## config.mk

```make
export PLATFORM = sky130hd
export DESIGN_NAME = tqdc_qmem
export DESIGN_NICKNAME = d
export VERILOG_FILES = /design/src/hdl/tqdc_pkg.sv /design/src/hdl/tqdc_qmem.sv
export SDC_FILE = /design/constraint.sdc
export NUM_CORES = 1
export LEC_CHECK = 0
export BUFFER_PORTS_ARGS = -buffer_cell sky130_fd_sc_hd__buf_2
export CAP_MARGIN = 5
export CORE_MARGIN = 5
export CORE_UTILIZATION = 55
export CTS_BUF_LIST = sky130_fd_sc_hd__clkbuf_8
export CTS_CLUSTER_DIAMETER = 100
export DETAILED_ROUTE_END_ITERATION = 6
export HOLD_SLACK_MARGIN = 0.15
export PLACE_DENSITY = 0.76
export SLEW_MARGIN = 20
export SYNTH_ARGS = -nofsm -noshare
export SYNTH_HDL_FRONTEND = slang
export SYNTH_SLANG_ARGS = --single-unit
```

## constraint.sdc

```tcl
create_clock -name clk_i -period 1.5 [get_ports clk_i]
set_clock_uncertainty 0.2 [all_clocks]
set_input_delay 0.075 -clock clk_i [delete_from_list [all_inputs] [get_ports clk_i]]
set_output_delay 0.075 -clock clk_i [all_outputs]
set_load 0.005 [all_outputs]
```

## src/hdl/tqdc_pkg.sv

```systemverilog
// Shared constants, types and helper functions of the Q-learning duty controller.
`timescale 1ns / 1ps

package tqdc_pkg;

  // Field and table widths.
  localparam int Q_WIDTH        = 48;
  localparam int FRAC_BITS      = 8;
  localparam int BYTES_W        = 32;
  localparam int CFG_W          = 17;
  localparam int THR_W          = 10;
  localparam int STATE_W        = 2;
  localparam int ACT_W          = 2;
  localparam int BLANK_W        = 4;
  localparam int COST_W         = 32;
  localparam int CFG_IDX_W      = 3;

  // Fixed-point constants.
  localparam int BYTES_PER_MBPS = 5000;
  localparam int ONE_Q16        = 65536;

  // Constant divider: numerator bytes * 2^FRAC_BITS, several quotient bits per cycle.
  localparam int DIV_DIGIT      = 4;
  localparam int NUM_W          = BYTES_W + FRAC_BITS;
  localparam int DIV_STEPS      = (NUM_W + DIV_DIGIT - 1) / DIV_DIGIT;
  localparam int DIV_PAD_W      = DIV_STEPS * DIV_DIGIT;
  localparam int DIV_CNT_W      = $clog2(DIV_STEPS);
  localparam int REM_W          = $clog2(BYTES_PER_MBPS);
  localparam int TPUT_W         = NUM_W - REM_W + 1;
  localparam int SUM_W          = TPUT_W + 1;
  localparam int COST_EXT_W     = (SUM_W > COST_W) ? SUM_W : COST_W + 1;

  // Q table geometry.
  localparam int N_ENTRIES      = 9;
  localparam int ADDR_W         = $clog2(N_ENTRIES);

  // Configuration register indexes.
  localparam logic [CFG_IDX_W-1:0] CFG_LEARN_RATE = 3'd0;
  localparam logic [CFG_IDX_W-1:0] CFG_DISCOUNT   = 3'd1;
  localparam logic [CFG_IDX_W-1:0] CFG_LOW_THR    = 3'd2;
  localparam logic [CFG_IDX_W-1:0] CFG_HIGH_THR   = 3'd3;
  localparam logic [CFG_IDX_W-1:0] CFG_TARGET     = 3'd4;

  // Throughput state codes.
  localparam logic [STATE_W-1:0] TS_LOW  = 2'd0;
  localparam logic [STATE_W-1:0] TS_MID  = 2'd1;
  localparam logic [STATE_W-1:0] TS_HIGH = 2'd2;

  // Action codes and their blank fractions in tenths.
  localparam logic [ACT_W-1:0]   ACT_SHORT   = 2'd0;
  localparam logic [ACT_W-1:0]   ACT_MID     = 2'd1;
  localparam logic [ACT_W-1:0]   ACT_LONG    = 2'd2;
  localparam logic [BLANK_W-1:0] BLANK_SHORT = 4'd3;
  localparam logic [BLANK_W-1:0] BLANK_MID   = 4'd6;
  localparam logic [BLANK_W-1:0] BLANK_LONG  = 4'd9;

  // Configuration register file contents.
  typedef struct packed {
    logic [CFG_W-1:0] learn_rate;
    logic [CFG_W-1:0] discount;
    logic [THR_W-1:0] low_thr;
    logic [THR_W-1:0] high_thr;
    logic [THR_W-1:0] target;
  } cfg_t;

  // Request from the sequencer to the Q table memory.
  typedef struct packed {
    logic               rd_en;
    logic [ADDR_W-1:0]  rd_addr;
    logic               wr_en;
    logic [ADDR_W-1:0]  wr_addr;
    logic [Q_WIDTH-1:0] wr_data;
  } qmem_req_t;

  // One result request.
  typedef struct packed {
    logic [STATE_W-1:0] state_index;
    logic [ACT_W-1:0]   action_index;
    logic [BLANK_W-1:0] blank_tenths;
    logic [COST_W-1:0]  cost_q8;
  } result_t;

  // Sequencer states.
  typedef enum logic [3:0] {
    CS_IDLE,
    CS_DIV,
    CS_CLASS,
    CS_RD0,
    CS_RD1,
    CS_RD2,
    CS_RDOLD,
    CS_MIN,
    CS_GMUL,
    CS_TSUM,
    CS_UMUL,
    CS_WRITE,
    CS_DONE
  } ctrl_state_e;

  // Table address of a (state, action) pair: state * 3 + action.
  function automatic logic [ADDR_W-1:0] entry_addr(input logic [STATE_W-1:0] s,
                                                   input logic [ACT_W-1:0] a);
    entry_addr = ADDR_W'(s) + ADDR_W'(s) + ADDR_W'(s) + ADDR_W'(a);
  endfunction

  // Blank fraction for an action.
  function automatic logic [BLANK_W-1:0] blank_of(input logic [ACT_W-1:0] a);
    case (a)
      ACT_SHORT: blank_of = BLANK_SHORT;
      ACT_MID:   blank_of = BLANK_MID;
      ACT_LONG:  blank_of = BLANK_LONG;
      default:   blank_of = BLANK_SHORT;
    endcase
  endfunction

endpackage

```

## src/hdl/tqdc_qmem.sv

```systemverilog
// Q table: synchronous memory with one read and one write port and per-entry valid bits.
`timescale 1ns / 1ps

module tqdc_qmem (
  input  logic                          clk_i,
  input  logic                          rst_ni,
  input  tqdc_pkg::qmem_req_t           req_i,
  output logic [tqdc_pkg::Q_WIDTH-1:0]  rd_data_o
);

  logic [tqdc_pkg::Q_WIDTH-1:0]   mem_q [tqdc_pkg::N_ENTRIES];
  logic [tqdc_pkg::N_ENTRIES-1:0] valid_q;
  logic [tqdc_pkg::Q_WIDTH-1:0]   rd_data_q;
  logic                           rd_valid_q;

  // Storage and registered read data.
  always_ff @(posedge clk_i) begin
    if (req_i.wr_en) begin
      mem_q[req_i.wr_addr] <= req_i.wr_data;
    end
    if (req_i.rd_en) begin
      rd_data_q <= mem_q[req_i.rd_addr];
    end
  end

  // Entries not yet written read as zero.
  always_ff @(posedge clk_i or negedge rst_ni) begin
    if (!rst_ni) begin
      valid_q    <= '0;
      rd_valid_q <= 1'b0;
    end else begin
      if (req_i.wr_en) begin
        valid_q[req_i.wr_addr] <= 1'b1;
      end
      if (req_i.rd_en) begin
        rd_valid_q <= valid_q[req_i.rd_addr];
      end
    end
  end

  assign rd_data_o = rd_valid_q ? rd_data_q : '0;

endmodule

```

==> run summary <==
The flow ran to the end, but the final reports show violations. The final reports fail on hold timing, setup timing. Counting tap cells, the placed design contains a total of 1407 instances. Fill cells in the final layout number 1787. The number of cells on the worst hold path came out at 4. The tools report the count of boundary I/O pins as 108. The average wire length per cell after detail routing is 26.2 um, and the fraction of the yosys area taken by sequential cells is 80.4%. The logs give 0 for the number of max-slew violations in the final report and 77 for the TritonCTS buffer count. In the global route stage, met2 resource usage came out at 37.9%. Based on the critical path, the design can be clocked at up to 0.520 GHz. Across the run, the number of max-cap violations was 0.

The register bit count reported by yosys is 490, and the post-synthesis cell count is 811. The final critical path takes up 128% of the cycle. The initial utilization of the core area, before any placement, comes to 55.9%.

Setup violations remaining at the end of the flow were counted as 487. The startpoint type of the worst setup path is a flop. The largest single stage delay on the critical path is 0.46 ns. The number of different library cells used by synthesis comes to 22. Of all flip-flops after synthesis, the portion carrying an async set or reset was 2.04%. The slowest stage of the critical path is the sky130_fd_sc_hd__dfrtp_2 cell. The number of clock sinks is 490.

The run gives 1.22 ns as the required time of the critical path. The leading register cell type out of synthesis was sky130_fd_sc_hd__edfxtp_1. From synthesis to final layout, the design area changed by 30.0%.

The worst setup path is captured at an output port. The via count of the first global-routing pass is 10300, and the leakage component of the power is 0.00835 uW. The busiest metal layer after global routing is met2.

The standard-cell row count is 66, and the die boundary height is 192 um. Entering global routing, the biggest net connects 28 pins. The core region is 0.0326 sq mm.

The tools report the count of yosys warnings during synthesis as 0. The cell family contributing the most delay on the critical path is flip-flops. Walking the worst path, the cells encountered are buf_6, buf_16, and2_4, buf_6. The run gives 3 as the maximum root-to-sink buffer count.

The cell area after synthesis came out at 0.0182 sq mm. End of the worst register-to-register path: rd_data_q[9]$_DFFE_PP_. Counting instances in the post-synthesis netlist gives the leading cell types as 480 x sky130_fd_sc_hd__edfxtp_1, 97 x sky130_fd_sc_hd__mux4_2, 50 x sky130_fd_sc_hd__inv_1.

The global-route usage over all layers is 23.2%. The actual slew at the worst max-slew pin works out to 0.684 ns. After detailed routing, the number of vias per cell comes to 5.91. The via total after detailed routing came out at 9891.

The arrival time at the worst endpoint came out at 1.65 ns. Worst-case hold slack: -0.0547 ns. The run gives 23300 um as the HPWL reported at the end of detailed placement. The first global-routing pass estimated 62700 um of wire. Hold path endpoint: mem_q[0][12]$_DFFE_PP_. Setup repair after global routing could not meet its margin everywhere. Measured against its own limit, the worst slew margin works out to 54.3%.

The run gives 0.60 ns as the clock latency reported for the late side of the worst-skew pair. For met3 alone, demand over resource in global routing was 5.34%. When the netlist entered floorplanning its net count stood at 871.

The critical path contains buffers and inverters numbering 3 combined. The first routing iteration left 1072 violations. Summed over all instances, the cell type with the most area after synthesis is sky130_fd_sc_hd__edfxtp_1. The initial antenna violation count is 3, and the number of hold violations in the final report is 21.

The average size of a mapped cell was 22.5 sq um. The final critical delay including setup and external delays is 1.92 ns, and the final worst setup slack is -0.424 ns. The logs give 0.0369 sq mm for the die area and 1226 for the number of nets in the layout. The tools report the number of levels in the clock H-tree as 3.

In this run the biggest area consumer among cell types represents 79.0% of the synthesized area. Fraction of final layout cells with drive strength greater than 1: 39.5%. The run gives -0.438 ns as the worst-case setup slack after placement.

Yosys attributes the largest share of cell area to sky130_fd_sc_hd__edfxtp_1 79%, sky130_fd_sc_hd__mux4_2 12%, sky130_fd_sc_hd__a222oi_1 2.6%. The launch point of the worst reg-to-reg path is mem_q[7][9]$_DFFE_PP_. The logs give 1673 for the number of non-filler instances in the completed layout and 0.750 for the final RePlAce weighted congestion.

The tree is rooted in a sky130_fd_sc_hd__clkbuf_8. Summed over all layers, the global routing overflow is 0. Class of the tightest hold or removal check: in2reg. Wires add up to 43800 um.

The number of cells on the worst reg-to-reg path is 3. The DRC violations left is 0. The count of buffers from port buffering was 107. After clock tree synthesis, the clock-pin slew on the worst setup and hold paths is 0.06 ns. VDD sags by at most 0.659 mV. The hold path startpoint is req_i[51].

The die is 192 um wide. Global routing consumed, on the met1 layer, 31.1% of the routing resources. By startpoint and endpoint, the worst setup path is classified as reg2out.

The detail route stage leaves a number of antenna-violating nets equal to 0. TritonCTS built the clock tree. Before antenna repair, the detailed router went through 6 iterations. In the post-synthesis netlist, the cell with the most instances is sky130_fd_sc_hd__edfxtp_1. The most common cell type on the critical path was sky130_fd_sc_hd__buf_6.

Across all register-to-register paths, the minimum setup slack is -0.33 ns. Counting flops with a built-in enable in the synthesized netlist gives 480. In this run the worst path has a maximum fanout of 7. The power per unit of standard cell area is 1230 mW/mm^2.
## cell usage in the layout, fill, tap and decap left out, types with 47 or more instances in the layout
cell type / count
sky130_fd_sc_hd__edfxtp_1: 480
sky130_fd_sc_hd__dlygate4sd3_1: 106
sky130_fd_sc_hd__and2_4: 47
sky130_fd_sc_hd__inv_1: 67
sky130_fd_sc_hd__a222oi_1: 48
sky130_fd_sc_hd__buf_6: 52
sky130_fd_sc_hd__clkbuf_8: 85
sky130_fd_sc_hd__mux4_2: 97
sky130_fd_sc_hd__buf_2: 57
sky130_fd_sc_hd__buf_4: 54
## worst max-delay path by stage
stage,cells after the start,to,startpoint
2_1_floorplan,2,mem_q[0][0]$_DFFE_PP_,req_i[51]
3_3_place_gp,5,rd_data_q[22]$_DFFE_PP_,req_i[53]
3_5_place_dp,5,rd_data_q[12]$_DFFE_PP_,req_i[53]
4_1_cts,4,rd_data_o[7],rd_valid_q$_DFFE_PN0P_
5_1_grt,4,rd_data_o[45],rd_valid_q$_DFFE_PN0P_
6_report,4,rd_data_o[11],rd_valid_q$_DFFE_PN0P_
## cells by family after synthesis
| logic type | share of synthesized area (%) |
|---|---|
| and+or+nand+nor | 2.51 |
| buffers and inverters | 2.21 |
| DFF | 80.4 |
| AOI/OAI and AO/OA | 2.81 |
| muxes | 12.1 |
## flip-flops by register name, summed over array words and instances, names as in the netlist
register    flops
mem_q         432
rd_data_q      48
valid_q         9
rd_valid_q      1
## report_power, final
group,switching (uW),internal [uW]
Sequential,148,15400
Combinational,1070,1290
Clock,5180,5930
Total,6400,22700
## through the flow
| stage | power (uW) | TNS (ns) | hold slack [ns] | utilization (%) | area, sq um |
|---|---|---|---|---|---|
| after floorplan | 16700 | -220.75 | -0.421 | - | 18400 |
| after global placement | 17500 | -53.14 | -0.258 | 62.5 | 20400 |
| after detailed placement | 17500 | -57.60 | -0.253 | 62.5 | 20400 |
| after CTS | 28900 | -41.95 | -0.0268 | 71.6 | 23400 |
| after global routing | 30100 | -99.20 | -0.0628 | 72.7 | 23700 |
| final | 29100 | -91.64 | -0.0547 | 72.7 | 23700 |
## cell type report
class	instances	area [sq um]	area share, %
tap	442	553	2.33
clock buffer	85	1170	4.93
inverter	50	188	0.791
antenna	2	5.00	0.0211
multi-input combinational	228	3400	14.3
timing repair buffer	319	3390	14.3
clock inverter	57	354	1.49
sequential	490	14700	61.8
## worst register-to-register path, delay by kind of cell (launching register included)
family                 cells  cell delay [ns]
AOI/OAI and AO/OA          1             0.40
buffers and inverters      1             0.10
DFF                        1             0.38
muxes                      1             0.49
## routing by layer
layer  part of all wire, %  vias up
met5                 0.046        -
met4                   2.3        2
met3                   9.8       89
met2                    51      620
met1                    37     5051
li1                      -     4129
## timing repair
| item | in CTS | in global routing |
|---|---|---|
| gates cloned | 3 | 5 |
| hold endpoints to repair | 975 | 343 |
| setup buffers | 4 | 4 |
| hold buffers | 106 | 3 |
| endpoints found under the setup margin | 96 | 480 |
| resized for setup | 68 | 37 |
| pin swaps | 0 | 3 |
Note: power is estimated with default switching activity, not from simulation.
