==> config.mk <==
export PLATFORM = sky130hd
export DESIGN_NAME = tqdc_div
export DESIGN_NICKNAME = d
export VERILOG_FILES = /design/src/hdl/tqdc_pkg.sv /design/src/hdl/tqdc_div.sv
export SDC_FILE = /design/constraint.sdc
export NUM_CORES = 1
export LEC_CHECK = 0
export CAP_MARGIN = 15
export CORE_MARGIN = 5
export CORE_UTILIZATION = 50
export CTS_CLUSTER_DIAMETER = 150
export DETAILED_ROUTE_END_ITERATION = 12
export DONT_BUFFER_PORTS = 1
export GPL_TIMING_DRIVEN = 0
export PLACE_DENSITY_LB_ADDON = 0.2
export SYNTH_ARGS = -nofsm -noshare
export SYNTH_HDL_FRONTEND = slang
export SYNTH_SLANG_ARGS = --single-unit
==> constraint.sdc <==
create_clock -name clk_i -period 7.55 [get_ports clk_i]
set_clock_uncertainty 0.15 [all_clocks]
set_input_delay 1.51 -clock clk_i [delete_from_list [all_inputs] [get_ports clk_i]]
set_output_delay 1.51 -clock clk_i [all_outputs]
set_load 0.02 [all_outputs]
==> src/hdl/tqdc_pkg.sv <==
// Shared constants, types and helper functions of the Q-learning duty controller.
`timescale 1ns / 1ps

package tqdc_pkg;

  // Field and table widths.
  localparam int Q_WIDTH        = 48;
  localparam int FRAC_BITS      = 8;
  localparam int BYTES_W        = 32;
  localparam int CFG_W          = 17;
  localparam int THR_W          = 10;
  localparam int STATE_W        = 2;
  localparam int ACT_W          = 2;
  localparam int BLANK_W        = 4;
  localparam int COST_W         = 32;
  localparam int CFG_IDX_W      = 3;

  // Fixed-point constants.
  localparam int BYTES_PER_MBPS = 5000;
  localparam int ONE_Q16        = 65536;

  // Constant divider: numerator bytes * 2^FRAC_BITS, several quotient bits per cycle.
  localparam int DIV_DIGIT      = 4;
  localparam int NUM_W          = BYTES_W + FRAC_BITS;
  localparam int DIV_STEPS      = (NUM_W + DIV_DIGIT - 1) / DIV_DIGIT;
  localparam int DIV_PAD_W      = DIV_STEPS * DIV_DIGIT;
  localparam int DIV_CNT_W      = $clog2(DIV_STEPS);
  localparam int REM_W          = $clog2(BYTES_PER_MBPS);
  localparam int TPUT_W         = NUM_W - REM_W + 1;
  localparam int SUM_W          = TPUT_W + 1;
  localparam int COST_EXT_W     = (SUM_W > COST_W) ? SUM_W : COST_W + 1;

  // Q table geometry.
  localparam int N_ENTRIES      = 9;
  localparam int ADDR_W         = $clog2(N_ENTRIES);

  // Configuration register indexes.
  localparam logic [CFG_IDX_W-1:0] CFG_LEARN_RATE = 3'd0;
  localparam logic [CFG_IDX_W-1:0] CFG_DISCOUNT   = 3'd1;
  localparam logic [CFG_IDX_W-1:0] CFG_LOW_THR    = 3'd2;
  localparam logic [CFG_IDX_W-1:0] CFG_HIGH_THR   = 3'd3;
  localparam logic [CFG_IDX_W-1:0] CFG_TARGET     = 3'd4;

  // Throughput state codes.
  localparam logic [STATE_W-1:0] TS_LOW  = 2'd0;
  localparam logic [STATE_W-1:0] TS_MID  = 2'd1;
  localparam logic [STATE_W-1:0] TS_HIGH = 2'd2;

  // Action codes and their blank fractions in tenths.
  localparam logic [ACT_W-1:0]   ACT_SHORT   = 2'd0;
  localparam logic [ACT_W-1:0]   ACT_MID     = 2'd1;
  localparam logic [ACT_W-1:0]   ACT_LONG    = 2'd2;
  localparam logic [BLANK_W-1:0] BLANK_SHORT = 4'd3;
  localparam logic [BLANK_W-1:0] BLANK_MID   = 4'd6;
  localparam logic [BLANK_W-1:0] BLANK_LONG  = 4'd9;

  // Configuration register file contents.
  typedef struct packed {
    logic [CFG_W-1:0] learn_rate;
    logic [CFG_W-1:0] discount;
    logic [THR_W-1:0] low_thr;
    logic [THR_W-1:0] high_thr;
    logic [THR_W-1:0] target;
  } cfg_t;

  // Request from the sequencer to the Q table memory.
  typedef struct packed {
    logic               rd_en;
    logic [ADDR_W-1:0]  rd_addr;
    logic               wr_en;
    logic [ADDR_W-1:0]  wr_addr;
    logic [Q_WIDTH-1:0] wr_data;
  } qmem_req_t;

  // One result request.
  typedef struct packed {
    logic [STATE_W-1:0] state_index;
    logic [ACT_W-1:0]   action_index;
    logic [BLANK_W-1:0] blank_tenths;
    logic [COST_W-1:0]  cost_q8;
  } result_t;

  // Sequencer states.
  typedef enum logic [3:0] {
    CS_IDLE,
    CS_DIV,
    CS_CLASS,
    CS_RD0,
    CS_RD1,
    CS_RD2,
    CS_RDOLD,
    CS_MIN,
    CS_GMUL,
    CS_TSUM,
    CS_UMUL,
    CS_WRITE,
    CS_DONE
  } ctrl_state_e;

  // Table address of a (state, action) pair: state * 3 + action.
  function automatic logic [ADDR_W-1:0] entry_addr(input logic [STATE_W-1:0] s,
                                                   input logic [ACT_W-1:0] a);
    entry_addr = ADDR_W'(s) + ADDR_W'(s) + ADDR_W'(s) + ADDR_W'(a);
  endfunction

  // Blank fraction for an action.
  function automatic logic [BLANK_W-1:0] blank_of(input logic [ACT_W-1:0] a);
    case (a)
      ACT_SHORT: blank_of = BLANK_SHORT;
      ACT_MID:   blank_of = BLANK_MID;
      ACT_LONG:  blank_of = BLANK_LONG;
      default:   blank_of = BLANK_SHORT;
    endcase
  endfunction

endpackage

==> src/hdl/tqdc_div.sv <==
// Iterative divider of a byte count scaled by 2^FRAC_BITS by the constant bytes per Mbps.
`timescale 1ns / 1ps

module tqdc_div (
  input  logic                              clk_i,
  input  logic                              rst_ni,
  input  logic                              start_i,
  input  logic [tqdc_pkg::BYTES_W-1:0]      bytes_i,
  output logic                              done_o,
  output logic [tqdc_pkg::TPUT_W-1:0]       quot_o
);

  logic                                busy_q, busy_d;
  logic [tqdc_pkg::DIV_CNT_W-1:0]      cnt_q, cnt_d;
  logic [tqdc_pkg::DIV_PAD_W-1:0]      num_q, num_d;
  logic [tqdc_pkg::DIV_PAD_W-1:0]      quo_q, quo_d;
  logic [tqdc_pkg::REM_W-1:0]          rem_q, rem_d;
  logic [tqdc_pkg::REM_W-1:0]          rem_step;
  logic [tqdc_pkg::DIV_DIGIT-1:0]      digit;

  // Restoring division, DIV_DIGIT quotient bits per cycle.
  always_comb begin
    logic [tqdc_pkg::REM_W:0]   trial;
    logic [tqdc_pkg::REM_W-1:0] r;
    r     = rem_q;
    digit = '0;
    for (int i = 0; i < tqdc_pkg::DIV_DIGIT; i++) begin
      trial = {r, num_q[tqdc_pkg::DIV_PAD_W-1-i]};
      if (trial >= (tqdc_pkg::REM_W+1)'(tqdc_pkg::BYTES_PER_MBPS)) begin
        trial = trial - (tqdc_pkg::REM_W+1)'(tqdc_pkg::BYTES_PER_MBPS);
        digit[tqdc_pkg::DIV_DIGIT-1-i] = 1'b1;
      end
      r = trial[tqdc_pkg::REM_W-1:0];
    end
    rem_step = r;
  end

  // Load on start, step while busy.
  always_comb begin
    busy_d = busy_q;
    cnt_d  = cnt_q;
    num_d  = num_q;
    quo_d  = quo_q;
    rem_d  = rem_q;
    if (start_i) begin
      busy_d = 1'b1;
      cnt_d  = tqdc_pkg::DIV_CNT_W'(tqdc_pkg::DIV_STEPS - 1);
      num_d  = tqdc_pkg::DIV_PAD_W'({bytes_i, {tqdc_pkg::FRAC_BITS{1'b0}}});
      quo_d  = '0;
      rem_d  = '0;
    end else if (busy_q) begin
      num_d = num_q << tqdc_pkg::DIV_DIGIT;
      quo_d = {quo_q[tqdc_pkg::DIV_PAD_W-tqdc_pkg::DIV_DIGIT-1:0], digit};
      rem_d = rem_step;
      if (cnt_q == '0) begin
        busy_d = 1'b0;
      end else begin
        cnt_d = cnt_q - 1'b1;
      end
    end
  end

  always_ff @(posedge clk_i or negedge rst_ni) begin
    if (!rst_ni) begin
      busy_q <= 1'b0;
      cnt_q  <= '0;
    end else begin
      busy_q <= busy_d;
      cnt_q  <= cnt_d;
    end
  end

  always_ff @(posedge clk_i) begin
    num_q <= num_d;
    quo_q <= quo_d;
    rem_q <= rem_d;
  end

  assign done_o = busy_q && (cnt_q == '0);
  assign quot_o = quo_q[tqdc_pkg::TPUT_W-1:0];

endmodule

==> impl_metrics.tcl, run 1 <==
set metrics [dict create \
    setup_viol 0 \
    hold_viol 0 \
    synthMostInstantiatedCell "nor2_1" \
    cts.reportedPaths.clkPinSlew_ps 80 \
    r2r_start "rem_q[7]" \
    postRouteAntennaNets 0 \
    status "complete, no violations" \
    drtPass1Iterations 5 \
    antenna_found_initial 0 \
    cts_sinks 78 \
    use_met3 0.0612 \
    grt_remaining_overflow 0 \
    hold_depth 2 \
    fin_ws_ps 1050 \
    cts-buffers-inserted 9 \
    drtIter0Drc 302 \
    min_path_type "register to register" \
    stdcell_count 641 \
    synth_area_sq_mm 0.00477 \
    clk_latency_ps 350 \
    worstHoldStart "num_q[37]" \
    cts-htree-levels 3 \
    worst_setup_path_start_kind "register" \
    row_count 35 \
    synth_area_leaders "edfxtp_1 (20%), dfxtp_1 (17%), mux2_2 (8.0%)" \
    worst_slew_pin_slew_ps 828 \
    ys.flop_type "dfxtp_1" \
    io_pins 64 \
    rr_endpoint "rem_q[6]" \
    clk_path_buf_depth 2 \
    synth_enable_flop_cells 32 \
    ff_latch_area_sq_mm 0.00191 \
    synth_nets 535 \
    synth.distinct_cells 78 \
    synth_cells 494 \
    crit_required_ps 7640 \
    multi_input_area_sq_mm 0.00269 \
    cts_hold_buf 0 \
    gp_congestion 0.907 \
    place_ws_ps 1260 \
    syn2layout_area_growth_pct 7.88 \
    finalCritPeriodShare 0.861 \
    fill_cells 872 \
    grt.busiest_layer "met2" \
    worstPathMaxFanout 10 \
    dp.final_hpwl_um 8710 \
    r2r_cells 19 \
    drc 0 \
    cts_tree "yes" \
    wirelength_um 11600 \
    async_reset_ff_frac 0.0641 \
    drive_gt1_frac 0.148 \
    grt_max_degree 23 \
    numPortBuffers 0 \
    synth_warnings 0 \
    cap_violations 0 \
    hold_end "rem_q[1]" \
    die-area_sq_mm 0.0116 \
    met1_usage 0.254 \
    nets 548 \
    synthTopCellsByCount "nor2_1 (66), dfxtp_1 (41), mux2_2 (34), mux2i_1 (34), edfxtp_1 (32)" \
    end_kind "register" \
    post_cts_resized 0 \
    diodes 0 \
    crit_type "register to register" \
    use_met2 0.343 \
    arrival_ps 6590 \
    synth_top_cell_area_share 0.202 \
    syn_area_per_cell_sq_um 9.65 \
    vias 3877 \
    initial_core_util 0.513 \
    grt_pass1_wl_um 19000 \
    viasPerCell 6.05 \
    grt_pass1_vias 3819 \
    cts_root_buffer "clkbuf_8" \
    core_sq_mm 0.00928 \
    grt.total_usage 0.205 \
    period_needed_ps 6500 \
    ys_seq_area_frac 0.400 \
    cts_setup_buffers 0 \
    yosysTopAreaCell "edfxtp_1" \
    wire_per_inst_um 18.1 \
    die_h_um 108 \
    die_x_um 108 \
    placed_cells 625 \
    rsz0062_at_grt "no" \
    ys_ff_latch 78 \
    r2r_setup_slack_ps 1050 \
    tns_ps 0 \
    slew_headroom 0.432 \
    slew_violations 0 \
    fmax_mhz 154 \
]
flip-flops by register name, summed over array words and instances (netlist names):
register	cells
num_q	32
quo_q	28
rem_q	13
cnt_q	4
busy_q	1
area by class of cell:
| type | count | area share |
|---|---|---|
| buffer | 24 | 0.0207 |
| clock buffer | 11 | 0.0294 |
| clock inverter | 5 | 0.00608 |
| inverter | 16 | 0.0117 |
| multi-input combinational | 376 | 0.524 |
| sequential | 78 | 0.371 |
| tap | 129 | 0.0314 |
| timing repair buffer | 2 | 0.00608 |
worst max-delay path, cell delays in order, from the launching register on:
cell and delay (ps):
dfxtp_1 510, nand3_1 270, o211ai_1 640, mux2i_1 380, a21oi_1 200, a311oi_4 560, buf_2 370, xnor2_1 170
inv_1 110, ha_1 300, nand3_1 110, o21ai_0 340, mux2_2 260, a21oi_1 80, a221o_1 370, or3_4 410
and3_1 190, buf_4 160, or4_1 520, a311oi_1 290
layout by cell type, fill, tap and decap left out, types with 3 or more instances in the layout:
master     Yosys  routed
mux2i_1       34      34
o21a_1         6       6
nand2b_1       7       7
buf_1          5       6
clkbuf_1      13      13
nand2_1       25      25
or4_1          5       5
clkbuf_8       0      11
xnor2_1       21      21
o211ai_1       5       5
o31ai_1        6       6
and3_1         5       5
a221o_1        3       3
or3_1          4       4
xor2_1         5       5
nor3b_1        4       4
dfxtp_1       41      41
inv_1         16      16
nand4_1        3       3
o21ai_0       18      18
and2_1         7       7
mux2_2        34      34
nor2_1        66      66
ha_1           6       6
nor3_1        12      12
a311oi_1       3       3
dfrtp_1        5       5
a2111oi_0      3       3
edfxtp_1      32      32
a21o_1         5       5
buf_2          3       3
nand3_1       13      13
nor4_1         6       6
a21oi_1       15      15
a211oi_1       5       5
kinds of logic after synthesis:
logic type,synth area share
DFF,0.400
AOI/OAI and AO/OA,0.168
muxes,0.152
adders and majority gates,0.0158
and+or+nand+nor,0.182
xor gates and xnor gates,0.0478
buffers and inverters,0.0349
per-stage QoR:
stage / util / hold slack (ps) / instance area [sq um]
after detailed placement: 0.534 / 334 / 4960
final: 0.554 / 347 / 5140
after global placement: 0.531 / 316 / 4930
after global routing: 0.554 / 381 / 5140
after floorplan: - / 307 / 4770
after CTS: 0.554 / 354 / 5140
metal layers:
layer	up-vias	wire length [um]	part of all wire
li1	1858	-	-
met1	1848	4930	0.42
met3	21	917	0.079
met5	-	0	0
met4	0	170	0.015
met2	150	5580	0.48
worst max-delay path by stage:
stage	slack, ps	end	depth (start not counted)	start
2_1_floorplan	2190	rem_q[6]	22	rem_q[2]
3_3_place_gp	1290	rem_q[6]	21	rem_q[3]
5_1_grt	620	rem_q[6]	22	rem_q[3]
4_1_cts	1190	rem_q[6]	19	rem_q[7]
6_report	1050	rem_q[6]	19	rem_q[7]
3_5_place_dp	1260	rem_q[6]	19	rem_q[7]
Power of run 1 is left out: the tool's default activity adds up to more than one toggle a clock period on the data nets, which glitch-free logic cannot reach.
==> run 2: changes to the inputs <==
--- a/config.mk
+++ b/config.mk
@@ -6,11 +6,14 @@
 export NUM_CORES = 1
 export LEC_CHECK = 0
 export CAP_MARGIN = 15
+export CELL_PAD_IN_SITES_DETAIL_PLACEMENT = 0
+export CELL_PAD_IN_SITES_GLOBAL_PLACEMENT = 1
 export CORE_MARGIN = 5
-export CORE_UTILIZATION = 50
+export CORE_UTILIZATION = 49
 export CTS_CLUSTER_DIAMETER = 150
 export DETAILED_ROUTE_END_ITERATION = 12
 export DONT_BUFFER_PORTS = 1
+export GPL_ROUTABILITY_DRIVEN = 0
 export GPL_TIMING_DRIVEN = 0
 export PLACE_DENSITY_LB_ADDON = 0.2
 export SYNTH_ARGS = -nofsm -noshare
==> run 2 against run 1 <==
Compared with the run above:
- routed wire length fell by 0.29%
- cell area fell by 0.56%
- die area rose by 1.8%
- hold slack got worse by 6.7 ps
- register-to-register slack barely moved
- cell count rose by 0.47%
- maximum frequency fell by 0.15%
- global-route usage rose by 0.074 points
- critical path depth rose by 2
- via count fell by 0.98%
- first-iteration DRC count fell by 16%
- sequential cell count did not move
- largest cell class unchanged
==> impl_metrics.tcl, run 2 (same netlist as run 1, synthesis figures left out) <==
set metrics [dict create \
    grt.total_usage 0.206 \
    fmax_mhz 154 \
    cp.depth 21 \
    place_ws_ps 1220 \
    layout.cells.most_common "nor2_1" \
    wirelength_um 11600 \
    finalCritPeriodShare 0.862 \
    initial_core_util 0.494 \
    worst_setup_path_start_kind "register" \
    die-area_sq_mm 0.0118 \
    dp.final_hpwl_um 8780 \
    worst-path-buf-inv 4 \
    drc 0 \
    drive_gt1_frac 0.139 \
    use_met3 0.0592 \
    crit_chain "inv_1 > ha_1 > or3b_1 > a221o_1 > o21ai_0 > a211oi_2 > a311oi_4 > buf_2 > xnor2_1 > inv_1 > ha_1 > nand3_1 > o21ai_0 > mux2_2 > a21oi_1 > a221o_1 > or3_4 > and3_1 > buf_4 > or4_1 > a311oi_1" \
    hold_depth 2 \
    die_x_um 109 \
    r2r_cells 21 \
    fin_ws_ps 1040 \
    grt.busiest_layer "met2" \
    drtPass1Iterations 5 \
    crit_slowest_cell "or4_1" \
    cts.reportedPaths.clkPinSlew_ps 70 \
    syn2layout_area_growth_pct 7.27 \
    wire_per_inst_um 18.0 \
    vias 3839 \
    tns_ps 0 \
    path_delay_family "compound AO/OA/AOI/OAI gates" \
    worstPathMaxFanout 10 \
    antenna_found_initial 0 \
    top_regs "num_q x32, quo_q x28, rem_q x13" \
    drtIter0Drc 254 \
    hold_viol 0 \
    slew_headroom 0.182 \
    grt_pass1_vias 3841 \
    io_pins 64 \
    post_cts_resized 0 \
    final_cell_mix "nor2_1 (66), dfxtp_1 (41), mux2_2 (34), mux2i_1 (34), edfxtp_1 (32)" \
    met1_usage 0.261 \
    grt_max_degree 20 \
    nets 547 \
    clk_path_buf_depth 2 \
    crit_type "register to register" \
    crit_required_ps 7660 \
    postRouteAntennaNets 0 \
    core_sq_mm 0.00964 \
    cts-buffers-inserted 9 \
    clk_latency_ps 350 \
    period_needed_ps 6510 \
    grt_pass1_wl_um 18900 \
    arrival_ps 6620 \
    row_count 36 \
    cts-htree-levels 3 \
    cts_sinks 78 \
    viasPerCell 5.96 \
    slew_violations 0 \
    end_kind "register" \
    min_path_type "register to register" \
    largest_register_ffs 32 \
    cpPeakStageDelay_ps 530 \
    cts_setup_buffers 0 \
    status "complete, no violations" \
    diodes 0 \
    grt_remaining_overflow 0 \
    cap_violations 0 \
    use_met2 0.334 \
    cts_tree "yes" \
    worst_slew_pin_slew_ps 1200 \
    die_h_um 109 \
    cts_hold_buf 0 \
    top_register "num_q" \
    rsz0062_at_grt "no" \
    cts_root_buffer "clkbuf_8" \
    numPortBuffers 0 \
    setup_viol 0 \
]
## run 2: cell count changes in the layout (fill, tap and decap cells not counted), sizes merged
cell    change
buf         -1
clkbuf      +3
clkinv      -1
inv         -2
## run 2: final timing paths
path	slack, ps	end	startpoint
min	340	rem_q[2]	num_q[38]
min reg2reg	340	rem_q[2]	num_q[38]
max in group asynchronous	6480	cnt_q[2]	rst_ni
min in group asynchronous	700	busy_q	rst_ni
max reg2reg	1040	rem_q[6]	rem_q[3]
max	1040	rem_q[6]	rem_q[3]
## run 2: per-layer routing
metal,up-vias,routed length [um],share of wire
met1,1834,4960,0.43
met3,19,885,0.077
met5,-,0,0
met4,0,214,0.019
met2,130,5500,0.48
li1,1856,-,-
## run 2: tightest hold or removal path, stage by stage (launching register included)
cell and delay (ps):
edfxtp_1 330, mux2i_1 60, nor2_1 70
## run 2: stage by stage
stage,instances,hold slack [ps],utilization,cell area (sq um)
6_report,644,340,0.530,5110
5_1_grt,644,392,0.530,5110
3_5_place_dp,628,335,0.515,4960
2_1_floorplan,494,307,-,4770
4_1_cts,644,352,0.530,5110
3_3_place_gp,627,314,0.512,4930
## run 2: layout make-up
| class | count | area [sq um] |
|---|---|---|
| timing repair buffer | 1 | 27.5 |
| sequential | 78 | 1910 |
| clock inverter | 2 | 10.0 |
| multi-input combinational | 376 | 2690 |
| inverter | 16 | 60.1 |
| fill | 917 | 4530 |
| tap | 133 | 166 |
| buffer | 24 | 106 |
| clock buffer | 14 | 143 |
Power of run 2 is left out for the same reason.
==> run 3: changes to the inputs <==
--- a/config.mk
+++ b/config.mk
@@ -10,6 +10,7 @@
 export CELL_PAD_IN_SITES_GLOBAL_PLACEMENT = 1
 export CORE_MARGIN = 5
 export CORE_UTILIZATION = 49
+export CTS_BUF_LIST = sky130_fd_sc_hd__clkbuf_4 sky130_fd_sc_hd__clkbuf_8 sky130_fd_sc_hd__clkbuf_16
 export CTS_CLUSTER_DIAMETER = 150
 export DETAILED_ROUTE_END_ITERATION = 12
 export DONT_BUFFER_PORTS = 1
==> run 3 against run 2 <==
Compared with the run above:
- sequential share of layout area is 0.14 points lower
- global-route usage stayed put
- cell area is 0.37% higher
- die area stayed put
- via count hardly changed
- first-iteration DRC count is 1.2% higher
- non-clock buffer count stayed put
- register-to-register slack hardly changed
- core utilization is 0.19 points higher
- routed wire length is 0.21% higher
- sequential cell count stayed put
- critical path type unchanged
- critical endpoint unchanged
- largest cell class unchanged
- highest routed layer unchanged
==> impl_metrics.tcl, run 3 (same netlist as run 1, synthesis figures left out) <==
set metrics [dict create \
    die_x_um 109 \
    drtPass1Iterations 5 \
    worstHoldStart "num_q[38]" \
    rsz0062_at_grt "no" \
    tns_ps 0 \
    diodes 0 \
    cts_setup_buffers 0 \
    grt.busiest_layer "met2" \
    nets 547 \
    cts.reportedPaths.clkPinSlew_ps 70 \
    row_count 36 \
    r2r_cells 21 \
    dp.final_hpwl_um 8780 \
    period_needed_ps 6510 \
    hold_viol 0 \
    grt_max_degree 20 \
    core_sq_mm 0.00964 \
    use_met2 0.334 \
    cts_hold_buf 0 \
    largest_register_ffs 32 \
    worst_slew_pin_slew_ps 1200 \
    top_regs "num_q x32, quo_q x28, rem_q x13" \
    cts_root_buffer "clkbuf_8" \
    viasPerCell 5.96 \
    cts-buffers-inserted 9 \
    die_h_um 109 \
    crit_required_ps 7660 \
    initial_core_util 0.494 \
    die-area_sq_mm 0.0118 \
    worst_setup_path_start_kind "register" \
    grt_pass1_vias 3842 \
    end_kind "register" \
    cap_violations 0 \
    io_pins 64 \
    syn2layout_area_growth_pct 7.67 \
    crit_start "rem_q[3]" \
    crit_end "rem_q[6]" \
    clk_path_buf_depth 2 \
    clk_latency_ps 350 \
    cts-htree-levels 3 \
    grt_pass1_wl_um 18900 \
    layout.cells.most_common "nor2_1" \
    r2r_setup_slack_ps 1040 \
    wire_per_inst_um 18.0 \
    min_path_type "register to register" \
    arrival_ps 6620 \
    use_met3 0.0592 \
    stdcell_count 644 \
    slew_headroom 0.182 \
    fmax_mhz 154 \
    met1_usage 0.261 \
    crit_type "register to register" \
    worstPathMaxFanout 10 \
    drive_gt1_frac 0.149 \
    grt.total_usage 0.206 \
    fill_cells 911 \
    slew_violations 0 \
    placed_cells 628 \
    post_cts_resized 0 \
    finalCritPeriodShare 0.862 \
    grt_remaining_overflow 0 \
    rr_endpoint "rem_q[6]" \
    cts_sinks 78 \
    final_cell_mix "nor2_1 (66), dfxtp_1 (41), mux2_2 (34), mux2i_1 (34), edfxtp_1 (32)" \
    drtIter0Drc 257 \
    vias 3840 \
    status "complete, no violations" \
    cts_tree "yes" \
    drc 0 \
    postRouteAntennaNets 0 \
    wirelength_um 11600 \
    numPortBuffers 0 \
    top_register "num_q" \
    r2r_start "rem_q[3]" \
    antenna_found_initial 0 \
    setup_viol 0 \
]
run 3: final cells by class:
class | instances | area [sq um] | share of cell area
Buffer | 24 | 106 | 0.0207
Tap cell | 133 | 166 | 0.0324
Sequential cell | 78 | 1910 | 0.372
Multi-Input combinational cell | 376 | 2690 | 0.525
Clock inverter | 2 | 10.0 | 0.00195
Clock buffer | 14 | 161 | 0.0315
Inverter | 16 | 60.1 | 0.0117
Timing Repair Buffer | 1 | 27.5 | 0.00536
run 3: worst min-delay path by stage:
stage / to / slack (ps) / cells after the start
floorplan: rem_q[2] / 310 / 2
global route: rem_q[1] / 390 / 2
finish: rem_q[2] / 340 / 2
CTS: rem_q[2] / 350 / 2
detailed placement: rem_q[2] / 330 / 2
global placement: rem_q[1] / 310 / 2
run 3: critical path: stages (launching register included):
cell and delay [ps]:
dfxtp_1 430, inv_1 230, ha_1 310, or3b_1 470, a221o_1 360, o21ai_0 150
a211oi_2 120, a311oi_4 490, buf_2 380, xnor2_1 180, inv_1 110, ha_1 300
nand3_1 110, o21ai_0 350, mux2_2 270, a21oi_1 90, a221o_1 360, or3_4 400
and3_1 190, buf_4 160, or4_1 520, a311oi_1 270
run 3: routing by layer:
metal | wire (um) | part of all wire
met1 | 4980 | 0.43
met2 | 5470 | 0.47
met3 | 898 | 0.078
met4 | 241 | 0.021
met5 | 0 | 0
run 3: metrics by stage:
stage | hold slack (ps) | util | cell area (sq um) | setup slack [ps]
finish | 340 | 0.532 | 5130 | 1040
global route | 392 | 0.532 | 5130 | 699
CTS | 352 | 0.532 | 5130 | 1160
detailed placement | 335 | 0.515 | 4960 | 1220
global placement | 314 | 0.512 | 4930 | 1220
floorplan | 307 | - | 4770 | 2190
Power of run 3 is left out for the same reason.
